[src/design/pmsfd_pkg.sv]
`timescale 1ns / 1ps

package pmsfd_pkg;

  localparam int FRAME_BYTES   = 32;
  localparam int NUM_CHANNELS  = 12;
  localparam int INDEX_W       = 5;
  localparam int CHANNEL_W     = 4;
  localparam int WORD_W        = 16;
  localparam int BYTE_W        = 8;

  localparam logic [BYTE_W-1:0] HDR_FIRST  = 8'h42;
  localparam logic [BYTE_W-1:0] HDR_SECOND = 8'h4D;

  localparam logic [INDEX_W-1:0] IDX_FIRST_BODY = INDEX_W'(2);
  localparam logic [INDEX_W-1:0] IDX_LENGTH_LO  = INDEX_W'(3);
  localparam logic [INDEX_W-1:0] IDX_MEAS_FIRST = INDEX_W'(4);
  localparam logic [INDEX_W-1:0] IDX_MEAS_LAST  = INDEX_W'(27);
  localparam logic [INDEX_W-1:0] IDX_VERSION    = INDEX_W'(28);
  localparam logic [INDEX_W-1:0] IDX_ERROR      = INDEX_W'(29);
  localparam logic [INDEX_W-1:0] IDX_SUM_END    = INDEX_W'(30);
  localparam logic [INDEX_W-1:0] IDX_LAST       = INDEX_W'(FRAME_BYTES - 1);

  localparam logic [CHANNEL_W-1:0] MEAS_BASE    = CHANNEL_W'(2);
  localparam logic [CHANNEL_W-1:0] LAST_CHANNEL = CHANNEL_W'(NUM_CHANNELS - 1);

  localparam logic [WORD_W-1:0] HEADER_SUM =
    WORD_W'({8'h00, HDR_FIRST} + {8'h00, HDR_SECOND});

  typedef enum logic [1:0] {
    PH_HUNT      = 2'd0,
    PH_GOT_FIRST = 2'd1,
    PH_COLLECT   = 2'd2
  } phase_t;

  typedef logic [NUM_CHANNELS-1:0][WORD_W-1:0] channel_bank_t;

  typedef struct packed {
    logic          load;
    channel_bank_t values;
    logic [WORD_W-1:0] length;
    logic [BYTE_W-1:0] version;
    logic [BYTE_W-1:0] error;
    logic          checksum_ok;
  } frame_t;

endpackage

[src/design/pmsfd_parser.sv]
`timescale 1ns / 1ps

module pmsfd_parser (
  input  logic                         clk,
  input  logic                         rst,
  input  logic                         cfg_write_enable,
  input  logic                         cfg_write_data,
  input  logic                         accept,
  input  logic [pmsfd_pkg::BYTE_W-1:0] rx_byte,
  output logic                         at_frame_end,
  output pmsfd_pkg::frame_t            frame
);

  logic                           average_enable;
  pmsfd_pkg::phase_t              phase;
  pmsfd_pkg::phase_t              phase_next;
  logic [pmsfd_pkg::INDEX_W-1:0]  byte_index;
  logic [pmsfd_pkg::INDEX_W-1:0]  byte_index_next;
  logic [pmsfd_pkg::BYTE_W-1:0]   high_byte;
  logic [pmsfd_pkg::BYTE_W-1:0]   high_byte_next;
  logic [pmsfd_pkg::WORD_W-1:0]   running_sum;
  logic [pmsfd_pkg::WORD_W-1:0]   running_sum_next;
  logic [pmsfd_pkg::WORD_W-1:0]   length_word;
  logic [pmsfd_pkg::WORD_W-1:0]   length_word_next;
  logic [pmsfd_pkg::BYTE_W-1:0]   version_byte;
  logic [pmsfd_pkg::BYTE_W-1:0]   version_byte_next;
  logic [pmsfd_pkg::BYTE_W-1:0]   error_byte;
  logic [pmsfd_pkg::BYTE_W-1:0]   error_byte_next;
  pmsfd_pkg::channel_bank_t       channel_store;

  logic                           collecting;
  logic                           store_write;
  logic [pmsfd_pkg::CHANNEL_W-1:0] store_channel;
  logic [pmsfd_pkg::WORD_W-1:0]   new_word;
  logic [pmsfd_pkg::WORD_W:0]     pair_sum;
  logic [pmsfd_pkg::WORD_W-1:0]   store_value;

  assign collecting   = (phase == pmsfd_pkg::PH_COLLECT);
  assign at_frame_end = collecting && (byte_index == pmsfd_pkg::IDX_LAST);
  assign new_word     = {high_byte, rx_byte};
  assign store_channel = byte_index[pmsfd_pkg::INDEX_W-1:1] - pmsfd_pkg::MEAS_BASE;
  assign pair_sum     = {1'b0, channel_store[store_channel]} + {1'b0, new_word};
  assign store_value  = average_enable ? pair_sum[pmsfd_pkg::WORD_W:1] : new_word;

  always_comb begin
    phase_next      = phase;
    byte_index_next = byte_index;
    case (phase)
      pmsfd_pkg::PH_GOT_FIRST: begin
        if (rx_byte == pmsfd_pkg::HDR_SECOND) begin
          phase_next      = pmsfd_pkg::PH_COLLECT;
          byte_index_next = pmsfd_pkg::IDX_FIRST_BODY;
        end else if (rx_byte != pmsfd_pkg::HDR_FIRST) begin
          phase_next = pmsfd_pkg::PH_HUNT;
        end
      end
      pmsfd_pkg::PH_COLLECT: begin
        if (byte_index == pmsfd_pkg::IDX_LAST) begin
          phase_next      = pmsfd_pkg::PH_HUNT;
          byte_index_next = '0;
        end else begin
          byte_index_next = byte_index + 1'b1;
        end
      end
      default: begin
        phase_next = (rx_byte == pmsfd_pkg::HDR_FIRST) ? pmsfd_pkg::PH_GOT_FIRST
                                                       : pmsfd_pkg::PH_HUNT;
      end
    endcase
  end

  always_comb begin
    high_byte_next    = high_byte;
    running_sum_next  = running_sum;
    length_word_next  = length_word;
    version_byte_next = version_byte;
    error_byte_next   = error_byte;
    store_write       = 1'b0;
    if ((phase == pmsfd_pkg::PH_GOT_FIRST) && (rx_byte == pmsfd_pkg::HDR_SECOND)) begin
      running_sum_next = pmsfd_pkg::HEADER_SUM;
    end
    if (collecting) begin
      if (byte_index < pmsfd_pkg::IDX_SUM_END) begin
        running_sum_next = running_sum + {8'h00, rx_byte};
      end
      if (byte_index == pmsfd_pkg::IDX_LENGTH_LO) begin
        length_word_next = new_word;
      end else if ((byte_index >= pmsfd_pkg::IDX_MEAS_FIRST) &&
                   (byte_index <= pmsfd_pkg::IDX_MEAS_LAST)) begin
        if (byte_index[0]) begin
          store_write = 1'b1;
        end else begin
          high_byte_next = rx_byte;
        end
      end else if (byte_index == pmsfd_pkg::IDX_VERSION) begin
        version_byte_next = rx_byte;
      end else if (byte_index == pmsfd_pkg::IDX_ERROR) begin
        error_byte_next = rx_byte;
      end else if (byte_index != pmsfd_pkg::IDX_LAST) begin
        high_byte_next = rx_byte;
      end
    end
  end

  always_comb begin
    frame.load        = accept && at_frame_end;
    frame.values      = channel_store;
    frame.length      = length_word;
    frame.version     = version_byte;
    frame.error       = error_byte;
    frame.checksum_ok = (running_sum == new_word);
  end

  always_ff @(posedge clk) begin
    if (rst) begin
      average_enable <= 1'b0;
    end else if (cfg_write_enable) begin
      average_enable <= cfg_write_data;
    end
  end

  always_ff @(posedge clk) begin
    if (rst) begin
      phase         <= pmsfd_pkg::PH_HUNT;
      byte_index    <= '0;
      high_byte     <= '0;
      running_sum   <= '0;
      length_word   <= '0;
      version_byte  <= '0;
      error_byte    <= '0;
      channel_store <= '0;
    end else if (accept) begin
      phase        <= phase_next;
      byte_index   <= byte_index_next;
      high_byte    <= high_byte_next;
      running_sum  <= running_sum_next;
      length_word  <= length_word_next;
      version_byte <= version_byte_next;
      error_byte   <= error_byte_next;
      if (store_write) begin
        channel_store[store_channel] <= store_value;
      end
    end
  end

endmodule

[src/design/pmsfd_emitter.sv]
`timescale 1ns / 1ps

module pmsfd_emitter (
  input  logic                            clk,
  input  logic                            rst,
  input  pmsfd_pkg::frame_t               frame,
  input  logic                            out_stall,
  output logic                            busy,
  output logic [pmsfd_pkg::CHANNEL_W-1:0] channel,
  output logic [pmsfd_pkg::WORD_W-1:0]    value,
  output logic [pmsfd_pkg::WORD_W-1:0]    frame_length,
  output logic [pmsfd_pkg::BYTE_W-1:0]    version,
  output logic [pmsfd_pkg::BYTE_W-1:0]    sensor_error,
  output logic                            checksum_ok,
  output logic                            last
);

  pmsfd_pkg::channel_bank_t            snapshot;
  logic [pmsfd_pkg::CHANNEL_W-1:0]     count;

  assign channel = count;
  assign value   = snapshot[count];
  assign last    = (count == pmsfd_pkg::LAST_CHANNEL);

  always_ff @(posedge clk) begin
    if (rst) begin
      busy  <= 1'b0;
      count <= '0;
    end else if (frame.load) begin
      busy  <= 1'b1;
      count <= '0;
    end else if (busy && !out_stall) begin
      if (last) begin
        busy  <= 1'b0;
        count <= '0;
      end else begin
        count <= count + 1'b1;
      end
    end
  end

  always_ff @(posedge clk) begin
    if (frame.load) begin
      snapshot     <= frame.values;
      frame_length <= frame.length;
      version      <= frame.version;
      sensor_error <= frame.error;
      checksum_ok  <= frame.checksum_ok;
    end
  end

endmodule

[src/design/particle_sensor_frame_decoder_core.sv]
`timescale 1ns / 1ps

// Decodes the 32-byte frames of a particle sensor from a stream of received bytes, one
// byte per cycle. After the final byte of a frame the twelve channel values, taken as a
// snapshot together with the length, version, error byte and checksum result, leave one
// transaction per cycle on the output channel unless stalled, channel 0 first, with last
// marking channel 11. Bytes keep flowing while these results drain; the input stalls only
// when the final byte of the next frame arrives before all twelve results of the previous
// frame have been taken, as the emitter's single snapshot bank holds one frame at a time.

module particle_sensor_frame_decoder_core (
  input  logic                            clk,
  input  logic                            rst,
  input  logic                            cfg_write_enable,
  input  logic                            cfg_write_data,
  input  logic                            in_valid,
  output logic                            in_stall,
  input  logic [pmsfd_pkg::BYTE_W-1:0]    rx_byte,
  output logic                            out_valid,
  input  logic                            out_stall,
  output logic [pmsfd_pkg::CHANNEL_W-1:0] channel,
  output logic [pmsfd_pkg::WORD_W-1:0]    value,
  output logic [pmsfd_pkg::WORD_W-1:0]    frame_length,
  output logic [pmsfd_pkg::BYTE_W-1:0]    version,
  output logic [pmsfd_pkg::BYTE_W-1:0]    sensor_error,
  output logic                            checksum_ok,
  output logic                            last
);

  logic              at_frame_end;
  logic              busy;
  logic              accept;
  pmsfd_pkg::frame_t frame;

  assign in_stall  = busy && at_frame_end;
  assign accept    = in_valid && !in_stall;
  assign out_valid = busy;

  pmsfd_parser u_parser (
    .clk              (clk),
    .rst              (rst),
    .cfg_write_enable (cfg_write_enable),
    .cfg_write_data   (cfg_write_data),
    .accept           (accept),
    .rx_byte          (rx_byte),
    .at_frame_end     (at_frame_end),
    .frame            (frame)
  );

  pmsfd_emitter u_emitter (
    .clk          (clk),
    .rst          (rst),
    .frame        (frame),
    .out_stall    (out_stall),
    .busy         (busy),
    .channel      (channel),
    .value        (value),
    .frame_length (frame_length),
    .version      (version),
    .sensor_error (sensor_error),
    .checksum_ok  (checksum_ok),
    .last         (last)
  );

  a_no_load_while_busy: assert property (@(posedge clk) disable iff (rst)
    !(frame.load && busy))
    else $error("Frame loaded while results were still pending.");

  a_channel_steps: assert property (@(posedge clk) disable iff (rst)
    (out_valid && !out_stall && !last) |=> (out_valid && channel == $past(channel) + 1'b1))
    else $error("Result channel did not advance by one.");

  a_run_ends: assert property (@(posedge clk) disable iff (rst)
    (out_valid && !out_stall && last) |=> !out_valid)
    else $error("Results continued past the last channel.");

  a_load_starts_run: assert property (@(posedge clk) disable iff (rst)
    frame.load |=> (out_valid && channel == '0))
    else $error("A completed frame did not start a result run at channel zero.");

endmodule
[config.mk]
export PLATFORM = sky130hd
export DESIGN_NAME = particle_sensor_frame_decoder_core
export DESIGN_NICKNAME = d
export VERILOG_FILES = /design/src/design/pmsfd_pkg.sv /design/src/design/pmsfd_parser.sv /design/src/design/pmsfd_emitter.sv /design/src/design/particle_sensor_frame_decoder_core.sv
export SDC_FILE = /design/constraint.sdc
export NUM_CORES = 1
export LEC_CHECK = 0
export BUFFER_PORTS_ARGS = -buffer_cell sky130_fd_sc_hd__buf_2
export CORE_MARGIN = 5
export CORE_UTILIZATION = 35
export CTS_CLUSTER_SIZE = 25
export DETAILED_ROUTE_END_ITERATION = 8
export GPL_TIMING_DRIVEN = 0
export SLEW_MARGIN = 20
export SYNTH_ARGS = -nofsm -noshare
export SYNTH_HDL_FRONTEND = slang
export SYNTH_SLANG_ARGS = --single-unit
[constraint.sdc]
create_clock -name clk -period 6.3 [get_ports clk]
set_clock_uncertainty 0.1 [all_clocks]
set_input_delay 0.315 -clock clk [delete_from_list [all_inputs] [get_ports clk]]
set_output_delay 0.315 -clock clk [all_outputs]
set_load 0.005 [all_outputs]
# After elaboration in Yosys (flattened, before gate mapping)
# Index checks and enable logic that the tools add are counted.
# word_totals
word_cells	125
output_inout_bits	56
ff_bits	486
in_bits	14
# classes
bitwise	3
magnitude_cmp	6
muxes	32
eq_ne	18
reduce_logical	23
add_sub_neg	5
# op_table
cell	n
$bwmux 192	1
$bmux 16 s4	2
$mux 16	7
$demux 16 s4	1
$mux 8	5
$add 16x16->17	1
$add 16x8->16	1
$eq 16x16->1	1
$eq 8x7->1 const B	2
$eq 5x5->1 const B	3
$lt 4x5->1 const B	2
$mux 5	2
$pmux 5 s2	1
$reduce_and 3->1	3
$logic_and 1x1->1	8
$mux 1	8
$ne 8x7->1 const B	1
$reduce_bool 2->1	4
$reduce_and 7->1	1
$mux 2	3
$ne 2x1->1 const B	3
$reduce_and 6->1	1
$add 5x1->5 const B	1
$eq 5x2->1 const B	1
other kinds (19)	24

# Longest topological paths before layout
# logic_depth
depth_word	8
mapped_depth	19
ltp_nobuf	15

# By module
# Synthesis repeated with hierarchy kept, for this count alone.
# unflattened
cells_unflattened	1761
area_unflattened_um2	20823.7
# by_module_without_submodules
module	instances	area_per_inst_um2	seq_area_each_um2	cells_each
pmsfd_parser	1	12335.6	5124.9	1392
pmsfd_emitter	1	8474.4	6856.6	367
particle_sensor_frame_decoder_core	1	13.8	0.0	2

# Worst setup path after synthesis
# Ideal clock, no wire load.
# synth_path
kind	flip-flop to flip-flop
from	register u_parser.byte_index[2] (netlist bit)
to	register u_emitter.checksum_ok, enable pin
required_ns	5.623
setup_ns	0.577
stages_incl_launch_ff	8
slack_ns	-0.023
period_less_slack_ns	6.323
n_path_buf	0
arrival_time_ns	5.646
cell_sequence	dfxtp_1 > ha_1 > and2_1 > ha_1 > nand2_1 > and2_1 > nand2_1 > inv_1
# synth_rtl
element	line_no	text
start: declaration	pmsfd_parser.sv:17	logic [pmsfd_pkg::INDEX_W-1:0] byte_index;
start signal: assignment	pmsfd_parser.sv:134	byte_index <= byte_index_next;
end signal: assignment	pmsfd_emitter.sv:48	checksum_ok <= frame.checksum_ok;
end: declaration	pmsfd_emitter.sv:14	output logic checksum_ok,

# Worst setup path in the final report
# layout_path
from	register u_parser.byte_index[2] (netlist bit)
to	register u_parser.channel_store (netlist bit u_parser.frame[74])
# layout_via
elab_chain_len	6
elab_cells_between_ends	24
cone_classes	add/sub (2); order compare (4); eq/ne (2); mux (9); reduce/logical (7)
# layout_lines
element	line_no	text
$sub 4x2->4, or another cell as far along	pmsfd_parser.sv:41	assign store_channel = byte_index[pmsfd_pkg::INDEX_W-1:1] - pmsfd_pkg::MEAS_BASE;
$bmux 16 s4, or another cell as far along	pmsfd_parser.sv:42	assign pair_sum = {1'b0, channel_store[store_channel]} + {1'b0, new_word};
$mux 16 (not written as such), or another cell as far along	pmsfd_parser.sv:42	
$add 16x16->17, or another cell as far along	pmsfd_parser.sv:42	
$mux 16, or another cell as far along	pmsfd_parser.sv:43	assign store_value = average_enable ? pair_sum[pmsfd_pkg::WORD_W:1] : new_word;
$bwmux 192 or $reduce_and 2->1 (tied branches)	-	
end signal: indexed assignment	pmsfd_parser.sv:141	channel_store[store_channel] <= store_value;
end: declaration	pmsfd_parser.sv:29	pmsfd_pkg::channel_bank_t channel_store;
# Parallel ways exist; a longest one is shown, timed or not. The select of a mux whose other input is x is not followed.
# A chain may end at the register's enable or synchronous reset.

==> results.ini <==
[timing]
fmax_mhz=159
tightest_slew_ns=1.17
max_slew_margin_pct=21.9
hold_viol_final=0
finalCriticalPeriod_ns=6.29
setup_tns_ns=0
hold_slack_ns=0.0152
final-setup-viol-count=0
finalCritPeriodShare_pct=99.8
rsz0062_at_grt=false
final-max-slew-violation-count=0

[die]
ios=70
row_count=89
die_y_um=255
core_um2=59200
dieArea_um2=65000
start_util_pct=35.5
fp.dieW_um=255

[placed_design]
dp_cells=2612
io_buffers=69
dp_hpwl_mm=45.3
gp_congestion=0.906

[global_route]
grt_max_degree=39
grt_usage_pct=18.5
grt_pass1_wl_mm=92.3
antenna_found_initial=0
grt_pass1_vias=14623
grt_overflow=0

[cts]
clk_pin_slew_ns=0.06
cts-root-buf=clkbuf_16
cts_setup_buffers=0
clock_path_buffers=3
cts_htree_levels=2
clkLatencyLatePin_ns=0.61
cts_made_buffers=50
cts_tree=yes
clock-sinks=486

[cells_and_area]
nets=1948
layout-drive-gt1-share_pct=15.9
final_cells=2712
diodes=0
area_growth_pct=15.6

[yosys]
synth_cells=1762
synth_edf_count=225
ys_top_cells_by_area=edfxtp_1 32%, dfxtp_1 25%, mux4_2 10%, nand2_1 3.1%, a211oi_1 3.0%
synthXorXnorAreaFrac_pct=0.792
synth_commonest_cells=261 x dfxtp_1, 225 x edfxtp_1, 176 x nand2_1
synth_fa_ha_area_share_pct=2.27
synth_top_family_by_area=multiplexers
synthArstFlopShare_pct=0
synth_compound_area_share_pct=11.3
yosys.area_share.simple_pct=12.2
syn_area_um2=21000
synthMuxAreaShare_pct=13.2
synth_seq_cells=486
syn_nets=1813
synth-seq-area-share_pct=57.0
synth_top_flop_cell=dfxtp_1
synth_top_area_share_pct=32.2
postSynthAreaPerCell_um2=11.9
synth_top_area_cell=edfxtp_1
ys_types=70
yosysWarnings=0
yosysMostFrequentCell=dfxtp_1

[drt]
drtIter0Drc=1471
num_vias=15093
ant_nets=0
drt-total-wl_mm=61.0
avgRoutedWirePerCell_um=22.5
drc=0
via_per_inst=5.57
dr.pass1.iters=5

[run]
maxCapViolations=0

[critical_path]
r2r-start=u_parser.byte_index[2]
r2r_end=u_parser.frame[74]
critical_path_class=reg2reg
crit_start=u_parser.byte_index[2]
crit_end=u_parser.frame[74]
crit_arrival_ns=6.62
path_max_fanout=10
reg2reg_slack_ns=0.01
r2r_cells=15
end_kind=flip-flop
cp_data_required_time_ns=6.63
start_kind=flip-flop

[worst_hold_path]
min_from=rx_byte[1]
hold_path.class=in2reg
hold_path_depth=3

[power]
leakagePower_nw=8.45
vdd_drop_max_uv=195
power_per_cell_area_nw_per_um2=267

[outcome]
status=completed

[logic make-up after synthesis]
| kind of cell | count (synthesis) |
|---|---|
| muxes | 157 |
| adders and majority gates | 37 |
| DFF | 486 |
| buffers and inverters | 167 |
| AOI/OAI and AO/OA | 374 |
| and+or+nand+nor | 522 |
| xor gates and xnor gates | 19 |
[report_power, final]
group / total, mW / switching (mW) / internal [mW] / leakage [nW]
Combinational: 0.134 / 0.100 / 0.0338 / 2.93
Sequential: 3.27 / 0.000405 / 3.27 / 4.68
Clock: 3.08 / 1.26 / 1.82 / 0.834
Total: 6.48 / 1.36 / 5.12 / 8.45
[critical path, cell delays in order, from the launching register on]
cell and delay (ns):
dfxtp_1 0.66, buf_6 0.25, inv_1 0.18, ha_1 0.28
xor2_1 0.32, clkbuf_2 0.37, clkbuf_2 0.43, mux2i_1 0.13
o21ai_0 0.40, ha_1 0.42, a2111oi_1 0.72, a211oi_1 0.28
or3_1 0.41, a31oi_2 0.45, clkbuf_1 0.53, a211oi_1 0.18
[layer usage]
layer / track usage (%) / up-vias / part of all wire, %
met5: 0 / - / 0
met4: 6.52 / 0 / 3.7
met3: 3.63 / 133 / 7.3
met2: 29.6 / 610 / 46
met1: 25.3 / 7468 / 43
li1: - / 6882 / -
[placed cells by master, fill, tap and decap left out, drive strengths merged, types with 35 or more instances in the layout]
| cell | synthesis | routed |
|---|---|---|
| o21ai | 113 | 113 |
| inv | 41 | 42 |
| clkbuf | 92 | 161 |
| mux4 | 96 | 96 |
| nor2 | 178 | 178 |
| nand3b | 74 | 74 |
| nand2 | 176 | 176 |
| a21oi | 82 | 82 |
| mux2i | 61 | 61 |
| edfxtp | 225 | 225 |
| ha | 35 | 35 |
| dfxtp | 261 | 261 |
| a211oi | 87 | 87 |
| buf | 34 | 108 |
[what timing repair did]
action	4_1_cts	5_1_grt
gates resized for setup	4	10
hold buffers	6	0
endpoints found under the setup margin	42	58
cloned	0	0
endpoints found under the hold margin	5	0
[final cells by class]
class	count	area [um2]
tap	773	967
fill	5587	34900
inverter	41	158
multi-input combinational	1109	8380
clock buffer	66	1360
sequential	486	12000
timing repair buffer	83	566
clock inverter	28	345
buffer	126	536
[sequential cells by signal, summed over array words and instances (netlist names), 8 cells and up]
| register | flops |
|---|---|
| u_emitter.frame_length | 16 |
| u_emitter.sensor_error | 8 |
| u_emitter.snapshot | 192 |
| u_emitter.version | 8 |
| u_parser.error_byte | 8 |
| u_parser.frame | 192 |
| u_parser.high_byte | 8 |
| u_parser.length_word | 16 |
| u_parser.running_sum | 16 |
| u_parser.version_byte | 8 |
[per-stage QoR]
| stage | power (mW) | setup slack (ns) | util (%) | area, um2 |
|---|---|---|---|---|
| floorplan | 3.41 | 1.12 | - | 21000 |
| global placement | 3.47 | -1.08 | 37.7 | 22300 |
| detailed placement | 3.47 | -0.529 | 38.0 | 22500 |
| CTS | 6.53 | 0.0377 | 41.0 | 24300 |
| global route | 6.68 | 0.0594 | 41.0 | 24300 |
| finish | 6.48 | 0.0105 | 41.0 | 24300 |
[how the worst min path moves through the flow]
| stage | end | slack (ns) |
|---|---|---|
| final | u_parser.length_word[1] | 0.02 |
| after global routing | u_parser.length_word[1] | 0.008 |
| after global placement | u_emitter.frame_length[5] | 0.31 |
| after CTS | u_parser.length_word[1] | 0.0002 |
| after floorplan | u_emitter.sensor_error[0] | 0.31 |
| after detailed placement | u_emitter.frame_length[9] | 0.32 |
No activity file was read; power rests on OpenSTA's default activity.
